`src/rtl/core/c2p_pkg.sv`:
```
// ----------------------------------------------------------------------------
// Cartesian to polar package
// Shared word types, field widths, fixed-point constants and the arctangent
// table used by the cartesian to polar conversion pipeline.
// ----------------------------------------------------------------------------
package c2p_pkg;

    localparam int COORD_WIDTH_DEF     = 16;
    localparam int ROTATION_STAGES_DEF = 16;

    localparam int FIELD_WIDTH  = 16;
    localparam int RADIUS_WIDTH = 16;
    localparam int ANGLE_WIDTH  = 17;

    // Angle accumulator: 2^16 units per degree.
    localparam int CORDIC_GUARD = 16;
    localparam int Z_WIDTH      = 25;
    localparam int FULL_WIDTH   = 25;

    localparam logic [FULL_WIDTH-1:0] DEG_90  = FULL_WIDTH'(90 * 65536);
    localparam logic [FULL_WIDTH-1:0] DEG_180 = FULL_WIDTH'(180 * 65536);
    localparam logic [FULL_WIDTH-1:0] DEG_270 = FULL_WIDTH'(270 * 65536);
    localparam logic [FULL_WIDTH-1:0] DEG_360 = FULL_WIDTH'(360 * 65536);

    localparam logic [FULL_WIDTH:0]    ROUND_HALF = (FULL_WIDTH+1)'(128);
    localparam logic [ANGLE_WIDTH:0]   ANGLE_WRAP = (ANGLE_WIDTH+1)'(360 * 256);

    typedef struct packed {
        logic signed [FIELD_WIDTH-1:0] x_coord;
        logic signed [FIELD_WIDTH-1:0] y_coord;
    } t_in_word;

    typedef struct packed {
        logic [RADIUS_WIDTH-1:0] radius;
        logic [ANGLE_WIDTH-1:0]  angle_deg;
    } t_out_word;

    typedef struct packed {
        logic x_neg;
        logic y_neg;
        logic x_zero;
        logic y_zero;
    } t_quad;

    // round(atan(2^-i) * 180/pi * 2^16)
    function automatic logic [31:0] atan_entry(input int idx);
        logic [31:0] v;
        unique case (idx)
            0:       v = 32'd2949120;
            1:       v = 32'd1740967;
            2:       v = 32'd919879;
            3:       v = 32'd466945;
            4:       v = 32'd234379;
            5:       v = 32'd117304;
            6:       v = 32'd58666;
            7:       v = 32'd29335;
            8:       v = 32'd14668;
            9:       v = 32'd7334;
            10:      v = 32'd3667;
            11:      v = 32'd1833;
            12:      v = 32'd917;
            13:      v = 32'd458;
            14:      v = 32'd229;
            15:      v = 32'd115;
            16:      v = 32'd57;
            17:      v = 32'd29;
            18:      v = 32'd14;
            19:      v = 32'd7;
            20:      v = 32'd4;
            21:      v = 32'd2;
            22:      v = 32'd1;
            default: v = 32'd0;
        endcase
        return v;
    endfunction

endpackage

```
`src/rtl/core/c2p_cell.sv`:
```
// ----------------------------------------------------------------------------
// Cartesian to polar pipeline cell
// One link of the chain: a CORDIC vectoring micro-rotation and one digit of
// the integer square root when in range, with its own valid bit and hand-off.
// ----------------------------------------------------------------------------
module c2p_cell #(
    parameter int COORD_WIDTH     = c2p_pkg::COORD_WIDTH_DEF,
    parameter int ROTATION_STAGES = c2p_pkg::ROTATION_STAGES_DEF,
    parameter int CELL_INDEX      = 0
) (
    input  logic                                                 i_clk,
    input  logic                                                 i_rst_n,
    input  logic                                                 i_valid,
    output logic                                                 o_ready,
    input  logic signed [COORD_WIDTH+c2p_pkg::CORDIC_GUARD+1:0]  i_cx,
    input  logic signed [COORD_WIDTH+c2p_pkg::CORDIC_GUARD+1:0]  i_cy,
    input  logic signed [c2p_pkg::Z_WIDTH-1:0]                   i_z,
    input  logic [2*COORD_WIDTH:0]                               i_rem,
    input  logic [2*COORD_WIDTH:0]                               i_res,
    input  c2p_pkg::t_quad                                       i_quad,
    output logic                                                 o_valid,
    input  logic                                                 i_ready,
    output logic signed [COORD_WIDTH+c2p_pkg::CORDIC_GUARD+1:0]  o_cx,
    output logic signed [COORD_WIDTH+c2p_pkg::CORDIC_GUARD+1:0]  o_cy,
    output logic signed [c2p_pkg::Z_WIDTH-1:0]                   o_z,
    output logic [2*COORD_WIDTH:0]                               o_rem,
    output logic [2*COORD_WIDTH:0]                               o_res,
    output c2p_pkg::t_quad                                       o_quad
);

    localparam int XW = COORD_WIDTH + c2p_pkg::CORDIC_GUARD + 2;
    localparam int SW = 2 * COORD_WIDTH + 1;
    localparam int ZW = c2p_pkg::Z_WIDTH;

    localparam bit DO_ROT   = CELL_INDEX < ROTATION_STAGES;
    localparam bit DO_SQ    = CELL_INDEX < COORD_WIDTH;
    localparam int SQ_SHIFT = DO_SQ ? 2 * (COORD_WIDTH - 1 - CELL_INDEX) : 0;

    localparam logic [31:0]          ATAN_FULL = c2p_pkg::atan_entry(CELL_INDEX);
    localparam logic signed [ZW-1:0] ATAN      = ATAN_FULL[ZW-1:0];
    localparam logic [SW-1:0]        SQ_BIT    = SW'(1) << SQ_SHIFT;

    logic signed [XW-1:0] dx;
    logic signed [XW-1:0] dy;
    logic signed [XW-1:0] n_cx;
    logic signed [XW-1:0] n_cy;
    logic signed [ZW-1:0] n_z;
    logic [SW-1:0]        trial;
    logic [SW-1:0]        n_rem;
    logic [SW-1:0]        n_res;

    logic                 r_valid;
    logic signed [XW-1:0] r_cx;
    logic signed [XW-1:0] r_cy;
    logic signed [ZW-1:0] r_z;
    logic [SW-1:0]        r_rem;
    logic [SW-1:0]        r_res;
    c2p_pkg::t_quad       r_quad;

    always_comb begin
        dx    = i_cy >>> CELL_INDEX;
        dy    = i_cx >>> CELL_INDEX;
        n_cx  = i_cx;
        n_cy  = i_cy;
        n_z   = i_z;
        if (DO_ROT) begin
            if (!i_cy[XW-1]) begin
                n_cx = i_cx + dx;
                n_cy = i_cy - dy;
                n_z  = i_z + ATAN;
            end else begin
                n_cx = i_cx - dx;
                n_cy = i_cy + dy;
                n_z  = i_z - ATAN;
            end
        end
        trial = i_res + SQ_BIT;
        n_rem = i_rem;
        n_res = i_res;
        if (DO_SQ) begin
            if (i_rem >= trial) begin
                n_rem = i_rem - trial;
                n_res = (i_res >> 1) + SQ_BIT;
            end else begin
                n_res = i_res >> 1;
            end
        end
    end

    assign o_ready = !r_valid || i_ready;

    always_ff @(posedge i_clk) begin
        if (!i_rst_n) begin
            r_valid <= 1'b0;
        end else if (o_ready) begin
            r_valid <= i_valid;
        end
    end

    always_ff @(posedge i_clk) begin
        if (i_valid && o_ready) begin
            r_cx   <= n_cx;
            r_cy   <= n_cy;
            r_z    <= n_z;
            r_rem  <= n_rem;
            r_res  <= n_res;
            r_quad <= i_quad;
        end
    end

    assign o_valid = r_valid;
    assign o_cx    = r_cx;
    assign o_cy    = r_cy;
    assign o_z     = r_z;
    assign o_rem   = r_rem;
    assign o_res   = r_res;
    assign o_quad  = r_quad;

endmodule

```
`config.mk`:
```
export PLATFORM = sky130hd
export DESIGN_NAME = c2p_cell
export DESIGN_NICKNAME = d
export VERILOG_FILES = /design/src/rtl/core/c2p_pkg.sv /design/src/rtl/core/c2p_cell.sv
export SDC_FILE = /design/constraint.sdc
export NUM_CORES = 1
export LEC_CHECK = 0
export BUFFER_PORTS_ARGS = -buffer_cell sky130_fd_sc_hd__buf_2
export CAP_MARGIN = 20
export CORE_ASPECT_RATIO = 0.8
export CORE_MARGIN = 4
export CORE_UTILIZATION = 35
export DETAILED_ROUTE_END_ITERATION = 8
export GPL_ROUTABILITY_DRIVEN = 1
export PLACE_DENSITY_LB_ADDON = 0.1
export SETUP_SLACK_MARGIN = 0.2
export SLEW_MARGIN = 15
export SYNTH_ARGS = -nofsm -noshare
export SYNTH_HDL_FRONTEND = slang
export SYNTH_SLANG_ARGS = --single-unit
```
`constraint.sdc`:
```
create_clock -name i_clk -period 6.89 [get_ports i_clk]
set_input_delay 1.7225 -clock i_clk [delete_from_list [all_inputs] [get_ports i_clk]]
set_output_delay 1.7225 -clock i_clk [all_outputs]
set_load 0.03 [all_outputs]
```
==> results of run 1 <==
[Yosys cell counts (all sizes together), types with 23 or more instances]
| library cell | instances | area share (%) |
|---|---|---|
| ha | 141 | 13 |
| xor2 | 23 | 1.5 |
| clkbuf | 29 | 0.81 |
| xnor2 | 76 | 5.0 |
| edfxtp | 162 | 36 |
| nor3 | 28 | 1.1 |
| o21ai | 120 | 4.5 |
| buf | 31 | 1.1 |
| a21o | 46 | 2.6 |
| a21oi | 153 | 5.7 |
| nor2 | 77 | 2.2 |
| nand2 | 91 | 2.5 |
| inv | 151 | 4.2 |
| o21bai | 31 | 1.7 |
| nand4 | 25 | 1.2 |
[registers in the layout, indices dropped and copies added (netlist names)]
signal and flops:
o_res 33, o_z 25, o_rem 33, o_cy 33
o_quad 4, o_cx 34, o_valid 1
[metal layers]
metal | up-vias | GRT usage [%]
met1 | 5861 | 33.3
met4 | 12 | 4.19
met5 | - | 0
met3 | 45 | 6.66
li1 | 5888 | -
met2 | 517 | 30.1
[final timing paths]
check | depth (start not counted) | from | slack [ns] | end
worst min-delay path | 2 | o_valid | 0.57 | o_valid
worst max-delay path | 10 | i_cx[11] | 1.91 | o_cy[24]
worst max register to register | 3 | o_valid | 4.74 | o_cy[4]
worst min register to register | 2 | o_valid | 0.57 | o_valid
[cells by family after synthesis]
group	count (synthesis)	synth area share, %
compound gates	501	23.9
simple gates	320	11.8
buf+inv	215	6.27
flops	163	36.4
fa+ha+maj	146	13.9
xor+xnor	99	6.47
mux	16	1.22
[worst reg2reg max path, cell delays in order (launching register included)]
cell	delay, ns
sky130_fd_sc_hd__dfxtp_1	0.31
sky130_fd_sc_hd__nand2b_1	0.12
sky130_fd_sc_hd__and2_4	0.78
sky130_fd_sc_hd__buf_12	0.51
[power by group through the flow]
stage               registers, W  logic (W)  clock network, W
floorplan                0.00153   0.000656                 0
global placement         0.00130    0.00129                 0
detailed placement       0.00130    0.00128                 0
CTS                      0.00128    0.00129           0.00101
global route             0.00129    0.00141           0.00105
finish                   0.00128    0.00130          0.000981
[placed cells by master (no fill, tap or decap), drive strengths merged, types with 6 or more instances in the layout]
cell,count
nor4,11
a21boi,12
buf,336
xnor2,76
clkinv,7
nand3,18
nand2b,11
clkbuf,17
o31ai,15
o21ai,120
o21a,17
and2,8
o21bai,31
inv,156
nor2b,14
a21oi,153
nor2,77
or2,8
a221oi,6
nor3,28
xor2,23
o31a,6
or3,13
ha,141
a211oi,10
nand2,91
edfxtp,162
mux2i,13
a31oi,18
a21o,46
o211ai,13
nand4,25
[stage by stage]
step | area [µm²] | hold WS [ns] | setup WS (ns)
floorplan | 13400 | 0.885 | 0.550
global placement | 15500 | 0.581 | 1.66
detailed placement | 15500 | 0.581 | 1.67
CTS | 16100 | 0.594 | 2.16
global route | 16100 | 0.655 | 1.81
finish | 16100 | 0.574 | 1.91
[layout make-up]
cell class | count | area (µm²) | area share [%]
Antenna cell | 3 | 7.51 | 0.0467
Clock buffer | 17 | 425 | 2.65
Clock inverter | 13 | 151 | 0.942
Inverter | 155 | 582 | 3.62
Multi-Input combinational cell | 1082 | 7700 | 47.9
Sequential cell | 163 | 4880 | 30.4
Tap cell | 487 | 609 | 3.79
Timing Repair Buffer | 336 | 1720 | 10.7
==> flow_metrics.env, run 1 <==
export IMPL_number_of_setup_buffers_added_after_cts=0
export IMPL_dp_cells=2223
export IMPL_yosys_warnings=0
export IMPL_antenna_violations_before_repair=9
export IMPL_timing_critical_path_from_type="input pin"
export IMPL_met1Wirelength_um=22800
export IMPL_layout_cells_non_filler=2256
export IMPL_clkTransAtPathRegs_ns=0.07
export IMPL_first_global_vias=11600
export IMPL_ys_seq_elements=163
export IMPL_detail_route_iter0_violations=1122
export IMPL_fin_crit_sh_pct=72.3
export IMPL_criticalPathCategory="in2reg"
export IMPL_synthesis_area_mm2=0.0134
export IMPL_synth_enable_flop_cells=162
export IMPL_power_switching_fraction_pct=37.8
export IMPL_power_per_cell_area_mw_per_mm2=221
export IMPL_sequentialPowerShare_pct=35.9
export IMPL_io_buffer_count=331
export IMPL_cts_resized_gates=0
export IMPL_topRoutingLayerUsed="met5"
export IMPL_die_y_extent_um=183
export IMPL_yosys_most_used_dff="sky130_fd_sc_hd__edfxtp_1"
export IMPL_path_cells="buf_2 -> inv_1 -> ha_1 -> or4_1 -> a211oi_1 -> nor3_1 -> o31ai_1 -> a21boi_0 -> o21ai_0 -> xnor2_1"
export IMPL_timing_max_cap_violations=0
export IMPL_post_route_util_pct=42.9
export IMPL_route_met3_wl_um=4280
export IMPL_fmax_ghz=0.201
export IMPL_drive_above_1_share_pct=22.7
export IMPL_floorplan_initialDensity_pct=35.8
export IMPL_via_count=12300
export IMPL_ioPinCount=332
export IMPL_postSynthCellCount=1460
export IMPL_worst_setup_skew_after_layout_ns=0.0115
export IMPL_post_layout_total_power_w=0.00356
export IMPL_tritoncts_num_sinks=163
export IMPL_internal_power_w=0.00221
export IMPL_largest_net_degree_at_the_start_of_global_routing=93
export IMPL_crit_slowest_cell="sky130_fd_sc_hd__a211oi_1"
export IMPL_critical_path_top_delay_family="compound AO/OA/AOI/OAI gates"
export IMPL_detailed_place_hpwl_um=37300
export IMPL_endpoints_failing_setup=0
export IMPL_fillcell_total=3757
export IMPL_cp_end_kind="register"
export IMPL_detail_route_antenna_nets=0
export IMPL_synthesis_nets=1773
export IMPL_crit_path_max_incr_delay_ns=0.70
export IMPL_timing_hold_worst_class="reg2reg"
export IMPL_worstPathBufferInverterCount=2
export IMPL_total_switching_power_w=0.00135
export IMPL_clockRootBuffer="sky130_fd_sc_hd__clkbuf_16"
export IMPL_crit_path_max_fanout=15
export IMPL_p_comb_share_pct=36.5
export IMPL_yosys_cell_types_count=83
export IMPL_cts_root_to_sink_buffers=2
export IMPL_tritoncts_num_buffers=17
export IMPL_totalWireLength_um=46700
export IMPL_placement_rows=63
export IMPL_time_the_worst_path_needs_with_i_o_delays_and_setup_ns=4.98
export IMPL_clk_latency_ns=0.46
export IMPL_final_setup_tns_ns=0
export IMPL_h_tree_depth=4
export IMPL_synthToLayoutAreaGrowth_pct=19.9
export IMPL_run_status="completed"
export IMPL_data_required_critical_path_ns=7.08
export IMPL_route_detailed_wl_per_inst_um=20.7
export IMPL_drt_pass1_iter_count=5
export IMPL_design_core_area_mm2=0.0374
export IMPL_place_gp_congestion=0.915
export IMPL_seq_area_frac_synth_pct=36.4
export IMPL_worst_slew_pin_transition_ns=0.995
export IMPL_rsz0062_at_grt="false"
export IMPL_detailroute_wirelength_met2_um=19000
export IMPL_max_slew_margin_pct=33.6
export IMPL_die_area_mm2=0.0415
export IMPL_viasPerCell=5.46
export IMPL_fp_dieW_um=227
export IMPL_peakVddDrop_uv=155
export IMPL_tritoncts="done"
export IMPL_drc_errors=0
export IMPL_cts_hold_buffers=0
export IMPL_static_leakage_nw=7.16
export IMPL_final_max_slew_violation_count=0
export IMPL_critical_path_arrival_ns=5.17
export IMPL_overflow=0
export IMPL_grt_usage_pct=21.7
export IMPL_p_clk_share_pct=27.6
export IMPL_avgSynthCellArea_um2=9.19
export IMPL_final_hold_violation_count=0
export IMPL_net_count_final=2068
export IMPL_first_pass_grt_wire_length_um=69700
export IMPL_synth_async_sr_flop_share_pct=0
Note: power is estimated with default switching activity, not from simulation.
==> run 2: changes to the inputs <==
==> constraint.sdc (replaced) <==
create_clock -name i_clk -period 5 [get_ports i_clk]
set_input_delay 1.25 -clock i_clk [delete_from_list [all_inputs] [get_ports i_clk]]
set_output_delay 1.25 -clock i_clk [all_outputs]
set_load 0.03 [all_outputs]
==> run 2 against run 1 <==
Effect of this change:
- utilization up 0.54 points
- clock power increased by 34%
- total power grew 38%
- critical path depth rose by 2
- sequential share of layout area down 0.38 points
- non-clock buffer count rose by 32
- sequential power grew 37%
- sequential cell count unchanged
- global-route usage up 0.13 points
- routed wire length fell by 0.30%
- count of clock-buffer cells in the layout did not move
- cell area increased by 1.3%
- largest power group unchanged
==> flow_metrics.env, run 2 (synthesis gave the netlist of run 1 again) <==
export IMPL_totalWireLength_um=46600
export IMPL_h_tree_depth=4
export IMPL_clk_latency_ns=0.47
export IMPL_crit_path_end="o_rem[7]"
export IMPL_tritoncts_num_sinks=163
export IMPL_timing_critical_path_from_type="input pin"
export IMPL_tritoncts="done"
export IMPL_viasPerCell=5.44
export IMPL_criticalPathCategory="in2reg"
export IMPL_endpoints_failing_setup=0
export IMPL_layout_cells_most_common_list="sky130_fd_sc_hd__buf_2, sky130_fd_sc_hd__edfxtp_1, sky130_fd_sc_hd__a21oi_1, sky130_fd_sc_hd__inv_1, sky130_fd_sc_hd__ha_1"
export IMPL_final_hold_violation_count=0
export IMPL_drt_pass1_iter_count=8
export IMPL_clockRootBuffer="sky130_fd_sc_hd__clkbuf_16"
export IMPL_die_area_mm2=0.0415
export IMPL_die_y_extent_um=183
export IMPL_post_route_util_pct=43.5
export IMPL_tritoncts_num_buffers=17
export IMPL_r2r_slack_ns=3.38
export IMPL_first_pass_grt_wire_length_um=70200
export IMPL_antenna_violations_before_repair=5
export IMPL_fp_dieW_um=227
export IMPL_final_setup_tns_ns=0
export IMPL_net_count_final=2100
export IMPL_drc_errors=0
export IMPL_largest_reg_flops=34
export IMPL_detailed_place_hpwl_um=37500
export IMPL_timing_hold_worst_class="reg2reg"
export IMPL_crit_path_max_fanout=19
export IMPL_dp_cells=2255
export IMPL_data_required_critical_path_ns=5.20
export IMPL_rsz0062_at_grt="false"
export IMPL_timing_max_cap_violations=0
export IMPL_via_count=12400
export IMPL_floorplan_initialDensity_pct=35.8
export IMPL_critical_path_arrival_ns=4.53
export IMPL_clkTransAtPathRegs_ns=0.06
export IMPL_layout_cells_non_filler=2288
export IMPL_cts_root_to_sink_buffers=2
export IMPL_io_buffer_count=331
export IMPL_cp_end_kind="register"
export IMPL_static_leakage_nw=7.30
export IMPL_reg2regPathDepth=3
export IMPL_route_detailed_wl_per_inst_um=20.4
export IMPL_design_core_area_mm2=0.0374
export IMPL_peakVddDrop_uv=186
export IMPL_final_max_slew_violation_count=0
export IMPL_largest_net_degree_at_the_start_of_global_routing=103
export IMPL_worst_slew_pin_transition_ns=0.964
export IMPL_first_global_vias=11800
export IMPL_cp_startpoint="i_res[2]"
export IMPL_cts_hold_buffers=0
export IMPL_overflow=0
export IMPL_fin_crit_sh_pct=86.6
export IMPL_synthToLayoutAreaGrowth_pct=21.4
export IMPL_power_per_cell_area_mw_per_mm2=300
export IMPL_detail_route_antenna_nets=0
export IMPL_cts_resized_gates=0
export IMPL_place_gp_congestion=0.956
export IMPL_worst_setup_skew_after_layout_ns=0.00967
export IMPL_r2r_start="o_valid"
export IMPL_max_slew_margin_pct=35.7
export IMPL_run_status="completed"
export IMPL_detail_route_iter0_violations=1044
export IMPL_number_of_setup_buffers_added_after_cts=0
export IMPL_crit_reg2reg_capture="o_rem[16]"
export IMPL_grt_usage_pct=21.9
export IMPL_placement_rows=63
export IMPL_time_the_worst_path_needs_with_i_o_delays_and_setup_ns=4.33
export IMPL_final_common_cell="sky130_fd_sc_hd__buf_2"
export IMPL_fmax_ghz=0.231
export IMPL_drive_above_1_share_pct=24.0
export IMPL_ioPinCount=332
## run 2: worst min path at each step
stage / from / end / slack (ns) / cells after the start
after floorplan: o_valid / o_valid / 0.88 / 2
after global placement: o_valid / o_valid / 0.52 / 2
after detailed placement: o_valid / o_valid / 0.53 / 2
after CTS: o_valid / o_valid / 0.55 / 2
after global routing: o_valid / o_valid / 0.60 / 2
final: o_valid / o_valid / 0.54 / 2
## run 2: worst max-delay path, cell delays in order
cell,delay (ns)
sky130_fd_sc_hd__buf_2,0.09
sky130_fd_sc_hd__inv_1,0.04
sky130_fd_sc_hd__ha_1,0.34
sky130_fd_sc_hd__o21ai_0,0.22
sky130_fd_sc_hd__a21oi_1,0.12
sky130_fd_sc_hd__o31ai_1,0.35
sky130_fd_sc_hd__a31oi_1,0.19
sky130_fd_sc_hd__o211ai_1,0.51
sky130_fd_sc_hd__nand3_1,0.33
sky130_fd_sc_hd__a21oi_4,0.63
sky130_fd_sc_hd__buf_4,0.32
sky130_fd_sc_hd__o21ai_0,0.12
## run 2: power breakdown
part           switching, W  internal (W)  leakage (nW)
Sequential        0.0000418       0.00172          1.58
Clock              0.000618      0.000687         0.263
Combinational       0.00121      0.000617          5.46
## run 2: layout make-up
| class | count | area, µm² |
|---|---|---|
| diodes | 2 | 5.00 |
| fillers | 3806 | 21200 |
| multi-input cells | 1082 | 7700 |
| clock inverters | 14 | 129 |
| inverters | 155 | 582 |
| well taps | 487 | 609 |
| clock buffers | 17 | 425 |
| flip-flops and latches | 163 | 4880 |
| repair buffers | 368 | 1950 |
## run 2: layer usage
layer	wire length (µm)	GRT usage (%)	vias up
met3	4450	6.21	29
met2	18800	30.2	496
met5	43	0	-
li1	-	-	5958
met1	22800	33.9	5947
met4	497	3.99	6
## run 2: per-stage QoR
step                      setup WS [ns]  power (W)  cell area (µm²)  hold WS (ns)
after floorplan                   0.922    0.00300            13400         0.884
after global placement            0.338    0.00360            15700         0.518
after detailed placement          0.310    0.00360            15700         0.534
after CTS                         0.765    0.00493            16300         0.546
after global routing              0.428    0.00517            16300         0.596
final                             0.668    0.00489            16300         0.543
